## src/hdl/wfe_pkg.sv

```systemverilog
`default_nettype none

package wfe_pkg;

    localparam int SAMPLE_W    = 16;
    localparam int FRAC_BITS   = 8;
    localparam int LEN_W       = 7;
    localparam int MIN_WINDOW  = 2;
    localparam int MAX_WINDOW  = 64;
    localparam int DEF_WINDOW  = 20;

    localparam int SUM_W       = 23;
    localparam int ABS_W       = 22;
    localparam int SQ_W        = 37;
    localparam int PROD_W      = 43;
    localparam int NN_W        = 13;
    localparam int MEAN_DIV_W  = ABS_W + FRAC_BITS;
    localparam int VAR_DIV_W   = PROD_W + FRAC_BITS;
    localparam int ROOT_W      = 27;
    localparam int RAD_W       = 2 * ROOT_W;
    localparam int WORK_W      = RAD_W;
    localparam int REM_W       = 32;
    localparam int CNT_W       = 6;

    localparam int MEAN_W      = 24;
    localparam int VAR_W       = 39;
    localparam int ENERGY_W    = 37;
    localparam int MAG_W       = 27;
    localparam int WIN_W       = 16;

    typedef struct packed {
        logic signed [SAMPLE_W-1:0] sample;
        logic                       first_of_series;
    } in_word_t;

    typedef struct packed {
        logic signed [MEAN_W-1:0] mean_q8;
        logic [VAR_W-1:0]         variance_q8;
        logic [ENERGY_W-1:0]      energy;
        logic [MAG_W-1:0]         magnitude_q8;
        logic [WIN_W-1:0]         window_number;
    } out_word_t;

    typedef struct packed {
        logic              sqrt_mode;
        logic [REM_W-1:0]  rem;
        logic [1:0]        in_bits;
        logic [NN_W-1:0]   divisor;
        logic [ROOT_W-1:0] root;
    } step_req_t;

    typedef struct packed {
        logic [REM_W-1:0] rem;
        logic             qbit;
    } step_rsp_t;

endpackage

`default_nettype wire

```

## src/hdl/wfe_step_unit.sv

```systemverilog
`default_nettype none

module wfe_step_unit
    import wfe_pkg::*;
(
    input  step_req_t req,
    output step_rsp_t rsp
);

    logic [REM_W-1:0] trial_val;
    logic [REM_W-1:0] subtrahend;
    logic [REM_W:0]   diff;

    always_comb begin
        if (req.sqrt_mode) begin
            trial_val  = {req.rem[REM_W-3:0], req.in_bits};
            subtrahend = {{(REM_W-ROOT_W-2){1'b0}}, req.root, 2'b01};
        end else begin
            trial_val  = {req.rem[REM_W-2:0], req.in_bits[1]};
            subtrahend = {{(REM_W-NN_W){1'b0}}, req.divisor};
        end
        diff     = {1'b0, trial_val} - {1'b0, subtrahend};
        rsp.qbit = ~diff[REM_W];
        rsp.rem  = rsp.qbit ? diff[REM_W-1:0] : trial_val;
    end

endmodule

`default_nettype wire

```

## src/hdl/window_feature_extractor.sv

```systemverilog
// channel  | ports                       | word
// ---------+-----------------------------+---------------------------------
// input    | s_valid s_ready s_data      | sample, first_of_series
// result   | m_valid m_ready m_data      | mean, variance, energy, mag, index
// config   | cfg_wr_en cfg_wr_data       | window_len, no wait
//
// a word that does not close a window passes through accept and accumulate
// a closing word runs accept, accumulate, 3 setup, 30 + 51 division
// steps and 27 root steps on the one compare-subtract unit, then loads the result
// reset (aresetn low, synchronous) clears counters, sums and window_len to 20
// a closing word waits in its last step while the result register is full and m_ready is low

`default_nettype none

module window_feature_extractor
    import wfe_pkg::*;
(
    input  wire logic            aclk,
    input  wire logic            aresetn,
    input  wire logic            cfg_wr_en,
    input  wire logic [LEN_W-1:0] cfg_wr_data,
    input  wire logic            s_valid,
    output logic                 s_ready,
    input  wire in_word_t        s_data,
    output logic                 m_valid,
    input  wire logic            m_ready,
    output out_word_t            m_data
);

    typedef enum logic [8:0] {
        ST_IDLE     = 9'b000000001,
        ST_ACC      = 9'b000000010,
        ST_MUL_A    = 9'b000000100,
        ST_MUL_B    = 9'b000001000,
        ST_SUB      = 9'b000010000,
        ST_DIV_MEAN = 9'b000100000,
        ST_DIV_VAR  = 9'b001000000,
        ST_SQRT     = 9'b010000000,
        ST_FIN      = 9'b100000000
    } state_t;

    localparam logic [CNT_W-1:0] MEAN_LAST = CNT_W'(MEAN_DIV_W - 1);
    localparam logic [CNT_W-1:0] VAR_LAST  = CNT_W'(VAR_DIV_W - 1);
    localparam logic [CNT_W-1:0] SQRT_LAST = CNT_W'(ROOT_W - 1);

    state_t                     state_reg;
    logic [LEN_W-1:0]           window_len_reg;
    logic [LEN_W-1:0]           eff_len;
    logic [LEN_W-1:0]           fill_reg;
    logic [LEN_W-1:0]           fill_inc;
    logic signed [SUM_W-1:0]    sum_reg;
    logic [SQ_W-1:0]            sumsq_reg;
    logic [WIN_W-1:0]           win_cnt_reg;
    logic signed [SAMPLE_W-1:0] x_reg;
    logic signed [2*SAMPLE_W-1:0] x_sq;

    logic                       neg_reg;
    logic [ABS_W-1:0]           sum_abs_reg;
    logic [PROD_W-1:0]          prod_a_reg;
    logic [PROD_W-1:0]          prod_b_reg;
    logic [NN_W-1:0]            nn_reg;
    logic [SUM_W-1:0]           sum_neg;
    logic [LEN_W+SQ_W-1:0]      prod_a_full;
    logic [2*ABS_W-1:0]         prod_b_full;
    logic [2*LEN_W-1:0]         nn_full;

    logic [WORK_W-1:0]          work_reg;
    logic [WORK_W-1:0]          work_shift;
    logic [REM_W-1:0]           rem_reg;
    logic [ROOT_W-1:0]          root_reg;
    logic [CNT_W-1:0]           cnt_reg;
    logic [MEAN_DIV_W-1:0]      mean_abs_reg;
    logic [MEAN_DIV_W-1:0]      mean_signed;
    logic [VAR_W-1:0]           var_reg;

    logic                       m_valid_reg;
    out_word_t                  m_data_reg;
    logic                       out_free;
    logic                       out_load;

    step_req_t                  step_req;
    step_rsp_t                  step_rsp;

    wfe_step_unit u_step (
        .req (step_req),
        .rsp (step_rsp)
    );

    always_comb begin
        if (window_len_reg < LEN_W'(MIN_WINDOW)) begin
            eff_len = LEN_W'(MIN_WINDOW);
        end else if (window_len_reg > LEN_W'(MAX_WINDOW)) begin
            eff_len = LEN_W'(MAX_WINDOW);
        end else begin
            eff_len = window_len_reg;
        end
    end

    assign fill_inc    = fill_reg + LEN_W'(1);
    assign x_sq        = x_reg * x_reg;
    assign sum_neg     = -sum_reg;
    assign prod_a_full = fill_reg * sumsq_reg;
    assign prod_b_full = sum_abs_reg * sum_abs_reg;
    assign nn_full     = fill_reg * fill_reg;
    assign mean_signed = neg_reg ? (~mean_abs_reg + MEAN_DIV_W'(1)) : mean_abs_reg;
    assign out_free    = !m_valid_reg || m_ready;
    assign out_load    = (state_reg == ST_FIN) && out_free;

    always_comb begin
        step_req.sqrt_mode = (state_reg == ST_SQRT);
        step_req.rem       = rem_reg;
        step_req.in_bits   = work_reg[WORK_W-1 -: 2];
        step_req.divisor   = (state_reg == ST_DIV_VAR) ? nn_reg
                                                       : {{(NN_W-LEN_W){1'b0}}, fill_reg};
        step_req.root      = root_reg;
    end

    always_comb begin
        if (state_reg == ST_SQRT) begin
            work_shift = {work_reg[WORK_W-3:0], 2'b00};
        end else begin
            work_shift = {work_reg[WORK_W-2:0], step_rsp.qbit};
        end
    end

    always_ff @(posedge aclk) begin
        if (!aresetn) begin
            window_len_reg <= LEN_W'(DEF_WINDOW);
        end else if (cfg_wr_en) begin
            window_len_reg <= cfg_wr_data;
        end
    end

    always_ff @(posedge aclk) begin
        if (!aresetn) begin
            m_valid_reg <= 1'b0;
        end else if (out_load) begin
            m_valid_reg <= 1'b1;
        end else if (m_ready) begin
            m_valid_reg <= 1'b0;
        end
    end

    always_ff @(posedge aclk) begin
        if (!aresetn) begin
            state_reg   <= ST_IDLE;
            fill_reg    <= '0;
            sum_reg     <= '0;
            sumsq_reg   <= '0;
            win_cnt_reg <= '0;
            cnt_reg     <= '0;
        end else begin
            unique case (state_reg)
                ST_IDLE: begin
                    if (s_valid) begin
                        x_reg <= s_data.sample;
                        if (s_data.first_of_series) begin
                            fill_reg    <= '0;
                            sum_reg     <= '0;
                            sumsq_reg   <= '0;
                            win_cnt_reg <= '0;
                        end
                        state_reg <= ST_ACC;
                    end
                end
                ST_ACC: begin
                    sum_reg   <= sum_reg + SUM_W'(x_reg);
                    sumsq_reg <= sumsq_reg + {{(SQ_W-2*SAMPLE_W){1'b0}}, $unsigned(x_sq)};
                    fill_reg  <= fill_inc;
                    state_reg <= (fill_inc >= eff_len) ? ST_MUL_A : ST_IDLE;
                end
                ST_MUL_A: begin
                    prod_a_reg  <= prod_a_full[PROD_W-1:0];
                    neg_reg     <= sum_reg[SUM_W-1];
                    sum_abs_reg <= sum_reg[SUM_W-1] ? sum_neg[ABS_W-1:0]
                                                    : sum_reg[ABS_W-1:0];
                    state_reg   <= ST_MUL_B;
                end
                ST_MUL_B: begin
                    prod_b_reg <= prod_b_full[PROD_W-1:0];
                    nn_reg     <= nn_full[NN_W-1:0];
                    state_reg  <= ST_SUB;
                end
                ST_SUB: begin
                    prod_a_reg <= prod_a_reg - prod_b_reg;
                    work_reg   <= {sum_abs_reg, {FRAC_BITS{1'b0}},
                                   {(WORK_W-MEAN_DIV_W){1'b0}}};
                    rem_reg    <= '0;
                    cnt_reg    <= '0;
                    state_reg  <= ST_DIV_MEAN;
                end
                ST_DIV_MEAN: begin
                    if (cnt_reg == MEAN_LAST) begin
                        mean_abs_reg <= work_shift[MEAN_DIV_W-1:0];
                        work_reg     <= {prod_a_reg, {FRAC_BITS{1'b0}},
                                         {(WORK_W-VAR_DIV_W){1'b0}}};
                        rem_reg      <= '0;
                        cnt_reg      <= '0;
                        state_reg    <= ST_DIV_VAR;
                    end else begin
                        rem_reg  <= step_rsp.rem;
                        cnt_reg  <= cnt_reg + CNT_W'(1);
                        work_reg <= work_shift;
                    end
                end
                ST_DIV_VAR: begin
                    if (cnt_reg == VAR_LAST) begin
                        var_reg   <= work_shift[VAR_W-1:0];
                        work_reg  <= {{(WORK_W-SQ_W-2*FRAC_BITS){1'b0}}, sumsq_reg,
                                      {(2*FRAC_BITS){1'b0}}};
                        rem_reg   <= '0;
                        root_reg  <= '0;
                        cnt_reg   <= '0;
                        state_reg <= ST_SQRT;
                    end else begin
                        rem_reg  <= step_rsp.rem;
                        cnt_reg  <= cnt_reg + CNT_W'(1);
                        work_reg <= work_shift;
                    end
                end
                ST_SQRT: begin
                    rem_reg  <= step_rsp.rem;
                    root_reg <= {root_reg[ROOT_W-2:0], step_rsp.qbit};
                    work_reg <= work_shift;
                    cnt_reg  <= cnt_reg + CNT_W'(1);
                    if (cnt_reg == SQRT_LAST) begin
                        state_reg <= ST_FIN;
                    end
                end
                ST_FIN: begin
                    if (out_free) begin
                        m_data_reg.mean_q8       <= mean_signed[MEAN_W-1:0];
                        m_data_reg.variance_q8   <= var_reg;
                        m_data_reg.energy        <= sumsq_reg[ENERGY_W-1:0];
                        m_data_reg.magnitude_q8  <= root_reg[MAG_W-1:0];
                        m_data_reg.window_number <= win_cnt_reg;
                        win_cnt_reg              <= win_cnt_reg + WIN_W'(1);
                        fill_reg                 <= '0;
                        sum_reg                  <= '0;
                        sumsq_reg                <= '0;
                        state_reg                <= ST_IDLE;
                    end
                end
                default: begin
                    state_reg <= ST_IDLE;
                end
            endcase
        end
    end

    assign s_ready = (state_reg == ST_IDLE);
    assign m_valid = m_valid_reg;
    assign m_data  = m_data_reg;

`ifndef SYNTHESIS
    a_fill_bound: assert property (@(posedge aclk) disable iff (!aresetn)
        fill_reg <= LEN_W'(MAX_WINDOW))
        else $error("fill count beyond the largest window");

    a_accept_acc: assert property (@(posedge aclk) disable iff (!aresetn)
        (s_valid && s_ready) |=> (state_reg == ST_ACC))
        else $error("accepted word not accumulated");

    a_fin_hold: assert property (@(posedge aclk) disable iff (!aresetn)
        (state_reg == ST_FIN && m_valid && !m_ready) |=> (state_reg == ST_FIN))
        else $error("result dropped while output register full");

    a_sqrt_done: assert property (@(posedge aclk) disable iff (!aresetn)
        (state_reg == ST_SQRT && cnt_reg == SQRT_LAST) |=> (state_reg == ST_FIN))
        else $error("root iteration count wrong");
`endif

endmodule

`default_nettype wire
```

## config.mk

```make
export PLATFORM = sky130hd
export DESIGN_NAME = window_feature_extractor
export DESIGN_NICKNAME = d
export VERILOG_FILES = /design/src/hdl/wfe_pkg.sv /design/src/hdl/wfe_step_unit.sv /design/src/hdl/window_feature_extractor.sv
export SDC_FILE = /design/constraint.sdc
export NUM_CORES = 2
export LEC_CHECK = 0
export BUFFER_PORTS_ARGS = -buffer_cell sky130_fd_sc_hd__buf_2
export CORE_UTILIZATION = 40
export CTS_CLUSTER_SIZE = 40
export DETAILED_ROUTE_END_ITERATION = 10
export HOLD_SLACK_MARGIN = 0.08
export PLACE_DENSITY_LB_ADDON = 0.3
export SETUP_SLACK_MARGIN = 0.1
export SYNTH_ARGS = -nofsm -noshare
export SYNTH_HDL_FRONTEND = slang
export SYNTH_SLANG_ARGS = --single-unit
```

## constraint.sdc

```tcl
create_clock -name aclk -period 11.4 [get_ports aclk]
set_input_delay 0.57 -clock aclk [delete_from_list [all_inputs] [get_ports aclk]]
set_output_delay 0.57 -clock aclk [all_outputs]
set_load 0.005 [all_outputs]
```

Word-level counts from Yosys, hierarchy flattened:

Cells that the tools add are included.
W data, S select, Z words.

* bitwise gates (word level): 2
* mux-type cells: 46
* reduce and logical (&&, ||, !) cells: 21
* $mul: 4
* equality and inequality tests: 18
* $add $sub $neg: 9
* magnitude comparators: 3

Operators with widths (number)
* $pmux W54 S4: 1
* $mux W54: 3
* $pmux W31 S4: 1
* $mux W37: 3
* $pmux W37 S3: 1
* $mux W31: 3
* $pmux W43 S2: 1
* $pmux W9 S9: 1
* $mux W23: 3
* $pmux W23 S3: 1
* $pmux W27 S2: 1
* $mux W16: 3
* $mux W9: 5
* $mul A22 B22 Y43: 1
* $mul A7 B37 Y43: 1
* $sub A43 B43 Y43: 1
* $add A37 B32 Y37: 1
* $mux W7: 5
* $sub A32 B29 Y33: 1
* $mul A16 B16 Y32: 1
* $mux W32: 1
* $pmux W16 S2: 1
* $mux W29: 1
* $mux W27: 1
* other kinds (43): 61

* word-level logic and storage cells: 127
* register bits after elaboration: 562
* input port bits: 29
* output and inout bits: 145

Depth between registers and ports, before layout:

* depth after elaboration: 8
* depth in mapped cells: 37
* gate-level depth less buffers: 36

Hierarchy:

From an unflattened synthesis, not the netlist that was laid out.

* cell total of the unflattened synthesis: 6022
* area total of the unflattened synthesis: 59829.9 µm²

By module, submodules not included
* window_feature_extractor: cells each 5661, sequential area each 15785.1 µm², instances 1, area an instance 57234.9 µm²
* wfe_step_unit: cells each 361, sequential area each 0.0 µm², instances 1, area an instance 2595.0 µm²

Least setup slack after synthesis:

No wires, ideal clock.

* kind: register to register
* start: register x_reg[15]
* end: register sumsq_reg[34]
* setup time: 130 ps
* slack: 3307 ps
* period minus slack after synthesis: 8093 ps
* buffers on the path: 2
* stages on the path, launching flop included: 37
* required time: 11270 ps
* arrival time: 7963 ps
* cells stage by stage: edfxtp_1 clkbuf_1 clkbuf_1 nand2_1 inv_1 fa_1 inv_1 fa_1 inv_1 fa_1 fa_1 fa_1 inv_1 fa_1 inv_1 ha_1 and3_1 and2_1 a32oi_1 o21ai_0 o31ai_1 a21boi_1 o21ai_0 nand2b_1 xor2_1 ha_1 nand3_1 nor2_1 nand3_1 a2bb2oi_1 o211a_1 o311a_1 o21bai_1 a21o_1 nand3_1 xor2_1 nor2_1

* longest elaborated chain between the ends: 3

RTL lines
* start: declaration: RTL line window_feature_extractor.sv:54 `logic signed [SAMPLE_W-1:0] x_reg;`
* start signal: assignment: RTL line window_feature_extractor.sv:156 `x_reg <= s_data.sample;`
* $mul A16 B16 Y32: RTL line window_feature_extractor.sv:100 `assign x_sq = x_reg * x_reg;`
* $add A37 B32 Y37: RTL line window_feature_extractor.sv:168 `sumsq_reg <= sumsq_reg + {{(SQ_W-2*SAMPLE_W){1'b0}}, $unsigned(x_sq)};`
* $pmux W37 S3: RTL line window_feature_extractor.sv:153 `unique case (state_reg)`
* end signal: assignment: RTL line window_feature_extractor.sv:168
* end: declaration: RTL line window_feature_extractor.sv:52 `logic [SQ_W-1:0] sumsq_reg;`

Every way passes these cells.
A chain may end at the register's enable or synchronous reset.

Final worst setup path:

Ends and elaborated chain as after synthesis.

==> impl_metrics.json <==
{
  "clock_path_buffers": 3,
  "drtIter0Drc": 2837,
  "io_pins": 174,
  "period_minus_slack_ps": 8923,
  "dp_cells": 7965,
  "via_per_inst": 5.208,
  "ys_warn_count": 0,
  "rr_worst_depth": 35,
  "htree_levels": 3,
  "ys_dominant_reg_cell": "edfxtp_1",
  "ys_types": 90,
  "critical_path.most_common_cell": "fa_1",
  "leakage_nw": 30.20,
  "cts_root_buf": "clkbuf_16",
  "tightestPinTransition_ps": 1171,
  "finalSetupViolations": 0,
  "cts_resized": 0,
  "fin_crit_sh_pct": 78.27,
  "synth_top_area_share_pct": 26.25,
  "worstPathMaxFanout": 33,
  "wl_met3_mm": 7.550,
  "cts.sinks": 560,
  "final_nets": 7392,
  "end_kind": "register",
  "synth_area_mm2": 0.05903,
  "die_h_um": 386.2,
  "num_rows": 140,
  "grt_setup_unrepaired": "false",
  "max_stage_delay_ps": 650,
  "fin_worst_skew_ps": 35.50,
  "outcome": "finished, final reports clean",
  "hold_viol_final": 0,
  "synth_area_leaders": "fa_1 (26%), edfxtp_1 (23%), ha_1 (9.9%), inv_1 (6.7%), nand2_1 (5.0%)",
  "drc": 0,
  "grt_max_degree": 71,
  "grt.total_usage_pct": 20.16,
  "area_delta_synth_final_pct": 9.084,
  "ant_nets": 0,
  "grt_pass1_vias": 44050,
  "port_buffers": 173,
  "fmax_ghz": 0.1121,
  "ys_async_sr_fraction_pct": 0,
  "cts_tree": "yes",
  "regToRegStartpoint": "x_reg[15]",
  "dpl.hpwl_mm": 114.0,
  "largest_reg_flops": 143,
  "overflow": 0,
  "gp_congestion": 0.9243,
  "drive_gt1_share_pct": 6.377,
  "cp_slowest_cell": "fa_1",
  "power.density_mw_per_mm2": 186.4,
  "synth_largest_area_cell": "fa_1",
  "crit_start": "x_reg[15]",
  "first_pass_iters": 6,
  "stdcell_count": 8097,
  "drv_cap": 0,
  "core-area_mm2": 0.1461,
  "r2r_end": "sumsq_reg[34]",
  "syn_avg_cell_area_um2": 9.753,
  "die_x_um": 386.2,
  "reg2reg_slack_ps": 2480,
  "maxSlewViolCount": 0,
  "endpoint": "sumsq_reg[34]",
  "synth.ff_latch_count": 560,
  "final.setup.tns_ps": 0,
  "clk_pin_slew_ps": 60,
  "crit_arrival_ps": 9420,
  "wl_met2_mm": 71.41,
  "worst_ir_drop_vdd_v": 0.0004250,
  "grt_pass1_wl_mm": 237.6,
  "critPathKind": "register to register",
  "wl_per_cell_um": 18.14,
  "worstPathRequired_ps": 11890,
  "ys_seq_area_share_pct": 26.69,
  "grt_antenna_before_repair": 4,
  "wl_met1_mm": 64.60,
  "die-area_mm2": 0.1491,
  "wl_mm": 146.9,
  "relSlewSlack_pct": 21.95,
  "start_util_pct": 40.41,
  "min_from": "s_data[10]",
  "min_path_type": "input port to register",
  "syn_nets": 7322,
  "startpoint_type": "register",
  "synth_enable_flop_cells": 454,
  "clk_latency_ps": 660,
  "vias": 42170,
  "netlist_instances": 6053,
  "cts-buffers-inserted": 67,
  "routed.top_layer": "met5"
}
per-stage QoR:
step	worst slack [ps]	utilization, %	hold WS [ps]	total power [mW]	area, µm²
floorplan	3307	-	400.3	7.811	59030
global placement	2680	42.37	405.4	9.491	61900
detailed placement	2562	42.37	404.5	9.585	61900
CTS	2523	44.08	89.25	11.96	64390
global route	1940	44.08	90.69	12.99	64390
finish	2478	44.08	114.5	12.00	64400
critical path: cells and delay by family, from the launching register on:
family          cells  cell delay [ps]
compound gates     10             2000
xor+xnor            2              340
fa+ha+maj           8             3910
buf+inv             6             1010
flops               1              360
simple gates        9             1120
cells in the mapped netlist (24+ instances only):
cell      count
nand4_1      25
nand3_1      69
edfxtp_1    454
a22o_1       24
nand2b_1     45
and3_1       41
xnor2_1     196
a21o_1      141
fa_1        774
o21a_1       43
o21ai_0     186
dfxtp_1     106
a22oi_1      30
and2_1      253
inv_1      1057
ha_1        466
clkbuf_1    201
a21oi_1     270
o21bai_1     31
nand2_1     791
xor2_1      109
nor3_1       40
buf_1        25
nor2b_1      90
nor2_1      230
cells by family after synthesis:
kind of cell               synth area share, %
and+or+nand+nor                          13.29
buffers and inverters                    8.266
adders and majority gates                36.12
AOI/OAI and AO/OA                        10.64
DFF                                      26.69
xor gates and xnor gates                 4.525
muxes                                   0.4684
cells in the final DEF, fill, tap and decap left out, types with 12 or more instances in the layout:
cell	synthesis	final
clkbuf_16	0	69
nor2_1	230	226
and3_1	41	41
edfxtp_1	454	454
a21oi_1	270	270
o31ai_1	22	21
nand3_1	69	68
xnor2_1	196	196
nor4_1	16	16
a21o_1	141	141
a21boi_0	14	14
nor3_1	40	39
and2_1	253	252
mux2i_1	22	22
fa_1	774	774
or2_2	12	12
o21bai_1	31	31
a211oi_1	17	17
xor2_1	109	109
buf_2	8	173
inv_1	1057	1057
nand2b_1	45	45
a22o_1	24	24
a31oi_1	22	22
clkinv_1	2	12
o21ai_0	186	186
ha_1	466	466
nand4_1	25	25
nor2b_1	90	89
o21a_1	43	43
buf_4	0	58
a22oi_1	30	30
nand2_1	791	791
o211ai_1	16	16
or3_1	19	19
dfxtp_1	106	105
a222oi_1	21	21
worst min-delay path by stage:
stage | end | slack, ps | cells past startpoint
global placement | m_data[92] | 410 | 0
floorplan | m_data[100] | 400 | 0
detailed placement | m_data[112] | 400 | 0
CTS | x_reg[9] | 90 | 1
finish | x_reg[9] | 110 | 1
global route | x_reg[9] | 90 | 1
layout make-up:
cell class | instances | area, µm²
multi-input cells | 4198 | 38470
clock inverters | 46 | 659.4
fillers | 13950 | 81690
flip-flops and latches | 560 | 15760
repair buffers | 237 | 1361
well taps | 1917 | 2399
inverters | 1059 | 3975
clock buffers | 78 | 1770
diodes | 2 | 5.005
report_power, final:
| part | internal (mW) | leakage, nW | switching [mW] |
|---|---|---|---|
| registers | 2.23 | 5.15 | 0.183 |
| clock network | 1.37 | 1.16 | 0.949 |
| logic | 3.08 | 23.9 | 4.18 |
per-layer routing:
layer	up-vias	global-route usage, %
met2	997	34.77
li1	19810	-
met5	-	0
met3	199	2.456
met4	2	4.878
met1	21160	26.84
timing repair:
item / 4_1_cts / 5_1_grt
hold buffers: 6 / 0
buffers inserted: 0 / 0
setup endpoints to repair: 0 / 0
endpoints found under the hold margin: 6 / 0
Note: power is estimated with default switching activity, not from simulation.
